--- src/rtl/rtfr_pkg.sv ---
`timescale 1ns / 1ps

package rtfr_pkg;

    // Field widths of the input and result transactions
    localparam int unsigned SPACE_W  = 7;
    localparam int unsigned OFFSET_W = 9;
    localparam int unsigned COUNT_W  = 7;
    localparam int unsigned DEPTH_W  = 8;

    // Operation codes of the input transaction
    typedef enum logic {
        OP_SEND  = 1'b0,
        OP_EVENT = 1'b1
    } t_op;

    // Sequencer phase, one-hot
    typedef enum logic [2:0] {
        PH_IDLE  = 3'b001,
        PH_START = 3'b010,
        PH_LOAD  = 3'b100
    } t_phase;

endpackage : rtfr_pkg

--- src/rtl/radio_tx_fifo_refill_sequencer.sv ---
`timescale 1ns / 1ps

// Radio transmit FIFO refill sequencer.
// Input channel (i_in_valid / o_in_stall) carries either a send request or a
// FIFO almost-empty event, each with the free space the FIFO reports. Every
// accepted transaction yields exactly one result transaction on the output
// channel (o_out_valid / i_out_stall): reject flag, chunk offset and count,
// transmit-start pulse, underflow flag and frame-done flag.
// The result is registered at the edge that accepts the input. Throughput is
// one transaction per cycle unless the receiver stalls; the sequencer state
// (phase and read position) is updated in that same edge, so the next
// transaction sees it immediately.
// The single result register decouples the sides: a new input is taken while
// the current result is being taken in the same cycle. While the receiver
// stalls with a result pending, o_in_stall is raised and the result holds.
// Synchronous reset returns the block to idle with read position zero and no
// result pending.
module radio_tx_fifo_refill_sequencer #(
    parameter int unsigned FRAME_BYTES = 512,
    parameter int unsigned FIFO_DEPTH  = 64
) (
    input  logic                            i_clk,
    input  logic                            i_rst_n,
    input  logic                            i_in_valid,
    output logic                            o_in_stall,
    input  logic                            i_op,
    input  logic [rtfr_pkg::SPACE_W-1:0]    i_fifo_space,
    output logic                            o_out_valid,
    input  logic                            i_out_stall,
    output logic                            o_rejected,
    output logic [rtfr_pkg::OFFSET_W-1:0]   o_write_offset,
    output logic [rtfr_pkg::COUNT_W-1:0]    o_write_count,
    output logic                            o_tx_start,
    output logic                            o_underflow,
    output logic                            o_frame_done
);
    import rtfr_pkg::*;

    localparam int unsigned POS_W = $clog2(FRAME_BYTES + 1);
    localparam int unsigned CMP_W = (POS_W > SPACE_W) ? POS_W : SPACE_W;
    localparam int unsigned OFF_W = (POS_W > OFFSET_W) ? POS_W : OFFSET_W;
    localparam logic [POS_W-1:0]   FRAME_LEN  = POS_W'(FRAME_BYTES);
    localparam logic [DEPTH_W-1:0] FIFO_LEVEL = DEPTH_W'(FIFO_DEPTH);

    t_phase                r_phase, n_phase;
    logic [POS_W-1:0]      r_pos, n_pos;
    logic                  r_valid;
    logic                  r_rejected, n_rejected;
    logic [OFFSET_W-1:0]   r_offset, n_offset;
    logic [COUNT_W-1:0]    r_count, n_count;
    logic                  r_tx_start, n_tx_start;
    logic                  r_underflow, n_underflow;
    logic                  r_done, n_done;

    logic                  in_take;
    logic                  do_begin;
    logic                  do_chunk;
    logic                  space_full;
    logic [POS_W-1:0]      base_pos;
    logic [POS_W-1:0]      remaining;
    logic [CMP_W-1:0]      remaining_ext;
    logic [CMP_W-1:0]      space_ext;
    logic [CMP_W-1:0]      pos_ext;
    logic [OFF_W-1:0]      offset_ext;

    // Accept while no result is pending or the pending one leaves now
    assign o_in_stall = r_valid && i_out_stall;
    assign in_take    = i_in_valid && !o_in_stall;

    // Decode the operation against the current phase
    always_comb begin
        do_begin   = 1'b0;
        do_chunk   = 1'b0;
        n_rejected = 1'b0;
        if (t_op'(i_op) == OP_SEND) begin
            if (r_phase == PH_IDLE) begin
                do_begin = 1'b1;
            end else begin
                n_rejected = 1'b1;
            end
        end else begin
            case (r_phase)
                PH_START: do_begin = 1'b1;
                PH_LOAD:  do_chunk = 1'b1;
                default:  ;
            endcase
        end
    end

    // Size the chunk from the free space and the bytes left
    assign base_pos      = do_begin ? '0 : r_pos;
    assign remaining     = FRAME_LEN - base_pos;
    assign remaining_ext = CMP_W'(remaining);
    assign space_ext     = CMP_W'(i_fifo_space);
    assign pos_ext       = CMP_W'(base_pos) + space_ext;
    assign offset_ext    = OFF_W'(base_pos);
    assign space_full    = {1'b0, i_fifo_space} >= FIFO_LEVEL;

    always_comb begin
        n_phase     = r_phase;
        n_pos       = base_pos;
        n_offset    = '0;
        n_count     = '0;
        n_tx_start  = 1'b0;
        n_underflow = 1'b0;
        n_done      = 1'b0;
        if (do_begin || do_chunk) begin
            if (do_chunk && space_full) begin
                // FIFO ran dry mid-frame: schedule a restart
                n_phase     = PH_START;
                n_underflow = 1'b1;
            end else begin
                n_offset   = offset_ext[OFFSET_W-1:0];
                n_tx_start = do_begin;
                if (remaining_ext > space_ext) begin
                    n_count = i_fifo_space;
                    n_pos   = pos_ext[POS_W-1:0];
                    n_phase = PH_LOAD;
                end else begin
                    n_count = remaining_ext[COUNT_W-1:0];
                    n_phase = PH_IDLE;
                    n_done  = 1'b1;
                end
            end
        end
    end

    // Advance sequencer state and track result occupancy
    always_ff @(posedge i_clk) begin
        if (!i_rst_n) begin
            r_phase <= PH_IDLE;
            r_pos   <= '0;
            r_valid <= 1'b0;
        end else begin
            if (in_take) begin
                r_phase <= n_phase;
                r_pos   <= n_pos;
                r_valid <= 1'b1;
            end else if (!i_out_stall) begin
                r_valid <= 1'b0;
            end
        end
    end

    // Load the result payload
    always_ff @(posedge i_clk) begin
        if (in_take) begin
            r_rejected  <= n_rejected;
            r_offset    <= n_offset;
            r_count     <= n_count;
            r_tx_start  <= n_tx_start;
            r_underflow <= n_underflow;
            r_done      <= n_done;
        end
    end

    assign o_out_valid    = r_valid;
    assign o_rejected     = r_rejected;
    assign o_write_offset = r_offset;
    assign o_write_count  = r_count;
    assign o_tx_start     = r_tx_start;
    assign o_underflow    = r_underflow;
    assign o_frame_done   = r_done;

endmodule : radio_tx_fifo_refill_sequencer

--- config.mk ---
export PLATFORM = sky130hd
export DESIGN_NAME = radio_tx_fifo_refill_sequencer
export DESIGN_NICKNAME = d
export VERILOG_FILES = /design/src/rtl/rtfr_pkg.sv /design/src/rtl/radio_tx_fifo_refill_sequencer.sv
export SDC_FILE = /design/constraint.sdc
export NUM_CORES = 1
export LEC_CHECK = 0
export BUFFER_PORTS_ARGS = -buffer_cell sky130_fd_sc_hd__buf_2
export CORE_ASPECT_RATIO = 1.2
export CORE_UTILIZATION = 45
export DETAILED_ROUTE_END_ITERATION = 7
export PLACE_DENSITY = 0.66
export SLEW_MARGIN = 5
export SYNTH_ARGS = -nofsm -noshare
export SYNTH_HDL_FRONTEND = slang
export SYNTH_SLANG_ARGS = --single-unit
--- constraint.sdc ---
create_clock -name i_clk -period 8.1 [get_ports i_clk]
set_clock_uncertainty 0.1 [all_clocks]
set_input_delay 0 -clock i_clk [delete_from_list [all_inputs] [get_ports i_clk]]
set_output_delay 0 -clock i_clk [all_outputs]
set_load 0.005 [all_outputs]
==> flow_metrics.env <==
export IMPL_antenna_found_initial=0
export IMPL_fin_nets=300
export IMPL_worstHoldEndpoint="o_write_count[3]$_SDFFCE_PP0P_"
export IMPL_crit_fanout=17
export IMPL_grt_max_degree=25
export IMPL_slew_headroom_pct=42.3
export IMPL_reg2regPathDepth=12
export IMPL_vias_per_cell=5.59
export IMPL_period_needed_ns=3.99
export IMPL_fill_cells=422
export IMPL_portBuffers=33
export IMPL_clock_root_buffer="clkbuf_8"
export IMPL_worst_setup_path_type="reg -> reg"
export IMPL_dp_hpwl_um=3570
export IMPL_switchingPower_uw=128
export IMPL_ys_seq_area_share_pct=41.3
export IMPL_pre_cts_ws_ns=4.24
export IMPL_maxCapViolations=0
export IMPL_grt_ovfl_total=0
export IMPL_post_cts_repair_setup_buffers=0
export IMPL_die_area_um2=5020
export IMPL_cts_buffers=5
export IMPL_yosys_mux_area_fraction_pct=0
export IMPL_run_status="finished clean"
export IMPL_r2r_start="r_phase[1]$_SDFFE_PN0P_"
export IMPL_via_count=1851
export IMPL_path_clk_slew_ns=0.07
export IMPL_p_leak_nw=1.11
export IMPL_initial_core_util_pct=46.8
export IMPL_r2r_end="o_write_count[4]$_SDFFCE_PP0P_"
export IMPL_start_kind="register"
export IMPL_first_iter_violations=170
export IMPL_grt_pass1_wl_um=8050
export IMPL_cts_tree="built"
export IMPL_post_route_drc_count=0
export IMPL_synth_cells=234
export IMPL_die_width_um=64.9
export IMPL_synthFlopType="edfxtp_1"
export IMPL_power_frac_comb_pct=22.2
export IMPL_rsz0062_at_grt="false"
export IMPL_fin_crit_sh_pct=49.3
export IMPL_grt_pass1_vias=1690
export IMPL_hold_path_class="in -> reg"
export IMPL_rows=27
export IMPL_p_sw_share_pct=30.4
export IMPL_synth_compound_area_share_pct=19.9
export IMPL_die_height_um=77.4
export IMPL_holdCritStartpoint="i_fifo_space[3]"
export IMPL_postCtsHoldBufs=5
export IMPL_p_seq_share_pct=47.7
export IMPL_fin_area_um2=2490
export IMPL_boundaryPins=34
export IMPL_fmax_mhz=250
export IMPL_setup_ws_ns=4.11
export IMPL_placed_area_um2=2350
export IMPL_synth_cell_types=47
export IMPL_synth_seq_cells=34
export IMPL_tightest_slew_ns=0.864
export IMPL_hold_depth=3
export IMPL_syn_nets=262
export IMPL_grt_use_total_pct=21.0
export IMPL_dr_pass1_iters=4
export IMPL_synth_simple_gate_area_share_pct=20.7
export IMPL_hold_slack_ns=0.00815
export IMPL_synth_async_reset_ratio_pct=0
export IMPL_clk_latency_ns=0.29
export IMPL_clkSinkCount=34
export IMPL_htreeDepth=2
export IMPL_tns_ns=0
export IMPL_finalHoldViolations=0
export IMPL_yosysWarnings=0
export IMPL_rrSetupSlack_ns=4.11
export IMPL_syn_area_um2=2130
export IMPL_syn_area_per_cell_um2=9.12
export IMPL_routedWlPerCell_um=14.5
export IMPL_power_share_clock_pct=30.0
export IMPL_synth_xor_area_share_pct=4.10
export IMPL_synth_top_family_by_area="simple AND/OR/NAND/NOR gates"
export IMPL_gp_congestion=0.897
export IMPL_clock_tree_buffer_depth=2
export IMPL_peakVddDrop_uv=66.6
export IMPL_area_growth_pct=16.6
export IMPL_drive_above_1_share_pct=17.6
export IMPL_drt_total_wl_um=4810
export IMPL_yosys_area_share_adder_pct=9.73
export IMPL_setup_violations=0
export IMPL_cellPowerDensity_nw_per_um2=169
export IMPL_worst_ep_arrival_time_ns=3.92
export IMPL_final_max_slew_viol_count=0
export IMPL_critPathCaptureType="register"
export IMPL_critPathRequiredTime_ns=8.02
export IMPL_synth_edff_count=20
export IMPL_fin_total_pwr_uw=420
export IMPL_drtAntennaViolNets=0
export IMPL_cts_resized=0
export IMPL_internal_power_uw=292
export IMPL_core_um2=4560
export IMPL_antenna_cells=0
kinds of logic after synthesis:
logic type / after synthesis
AO/OA/AOI/OAI: 66
XOR/XNOR: 10
adder cells (fa/ha/maj): 16
buffers and inverters: 23
flip-flops: 34
AND/OR/NAND/NOR: 85
critical path: stages, from the launching register on:
cell,delay [ns]
dfxtp_1,0.48
nor4bb_1,0.31
nor2_2,0.15
nand2_1,0.17
ha_1,0.29
nand2_1,0.10
a221oi_1,0.39
ha_1,0.33
o22ai_1,0.16
a31oi_1,0.08
or4_1,0.83
nor2_1,0.27
a211oi_1,0.08
flip-flops by register name, indices dropped and copies added (netlist names), 3 cells and up:
register / flops
o_write_count: 7
o_write_offset: 9
r_phase: 3
r_pos: 10
power by group through the flow:
stage               logic [mW]  clock network [mW]  registers [mW]
floorplan               0.0644                   0           0.203
global placement        0.0904                   0           0.204
detailed placement      0.0909                   0           0.204
CTS                     0.0934               0.126           0.201
global route             0.106               0.133           0.202
finish                  0.0934               0.126           0.200
placed cells by master (no fill, tap or decap), types with 5 or more instances in the layout:
master and count:
buf_2 33, nor2_1 19, nand2_1 27, nor2b_1 6, edfxtp_1 20, nand3_1 6
clkbuf_8 5, inv_1 12, ha_1 15, xnor2_1 5, a21o_1 5, dlygate4sd3_1 5
dfxtp_1 14, a21oi_1 23, xor2_1 5, o211ai_1 6
layer usage:
layer,vias to the layer above,global-route usage [%],part of all wire (%)
met2,37,33.0,48
met1,872,26.9,46
li1,933,-,-
met4,0,10.4,2.0
met3,9,4.56,3.7
met5,-,0,0
area by class of cell:
| class | count | area (um2) | area share, % |
|---|---|---|---|
| Timing Repair Buffer | 40 | 230 | 9.25 |
| Inverter | 14 | 52.6 | 2.11 |
| Tap cell | 58 | 72.6 | 2.91 |
| Clock inverter | 3 | 16.3 | 0.653 |
| Multi-Input combinational cell | 177 | 1170 | 46.9 |
| Sequential cell | 34 | 881 | 35.4 |
| Clock buffer | 5 | 68.8 | 2.76 |
cell usage after synthesis (2+ instances only):
| library cell | n | area share [%] |
|---|---|---|
| a211o_1 | 3 | 1.2 |
| or3_1 | 3 | 0.88 |
| nand4_1 | 2 | 0.59 |
| inv_2 | 2 | 0.35 |
| inv_1 | 12 | 2.1 |
| nor2_1 | 19 | 3.3 |
| nand3_1 | 6 | 1.4 |
| nor3_1 | 2 | 0.47 |
| and2_1 | 4 | 1.2 |
| or4_1 | 3 | 1.1 |
| o21ai_0 | 4 | 0.94 |
| nand2_1 | 27 | 4.7 |
| ha_1 | 15 | 8.8 |
| buf_2 | 4 | 0.94 |
| a31oi_1 | 3 | 0.88 |
| a21oi_1 | 23 | 5.4 |
| o211ai_1 | 6 | 2.1 |
| o21ai_1 | 4 | 0.94 |
| a22oi_1 | 2 | 0.70 |
| o21bai_1 | 3 | 1.1 |
| xnor2_1 | 5 | 2.1 |
| edfxtp_1 | 20 | 28 |
| a211oi_1 | 4 | 1.4 |
| nor2b_1 | 6 | 1.8 |
| dfxtp_1 | 14 | 13 |
| nor3b_1 | 3 | 1.1 |
| clkbuf_1 | 5 | 0.88 |
| a21o_1 | 5 | 1.8 |
| nor4_1 | 3 | 0.88 |
| xor2_1 | 5 | 2.1 |
stage by stage:
stage               util [%]  cells
global route            54.6    331
floorplan                  -    234
global placement        51.6    318
finish                  54.6    331
detailed placement      51.6    318
CTS                     54.6    331
worst max-delay path by stage:
| stage | from | endpoint | slack (ns) | cells after the start |
|---|---|---|---|---|
| final | r_phase[1]$_SDFFE_PN0P_ | o_write_count[4]$_SDFFCE_PP0P_ | 4.11 | 12 |
| after global placement | r_phase[1]$_SDFFE_PN0P_ | o_write_count[4]$_SDFFCE_PP0P_ | 4.31 | 12 |
| after detailed placement | r_phase[2]$_SDFFE_PN0P_ | o_write_count[4]$_SDFFCE_PP0P_ | 4.24 | 13 |
| after CTS | r_phase[1]$_SDFFE_PN0P_ | o_write_count[4]$_SDFFCE_PP0P_ | 4.13 | 12 |
| after global routing | r_phase[1]$_SDFFE_PN0P_ | o_write_count[4]$_SDFFCE_PP0P_ | 3.78 | 12 |
| after floorplan | r_phase[1]$_SDFFE_PN0P_ | o_write_count[0]$_SDFFCE_PP0P_ | 4.63 | 14 |
No activity file was read; power rests on OpenSTA's default activity.
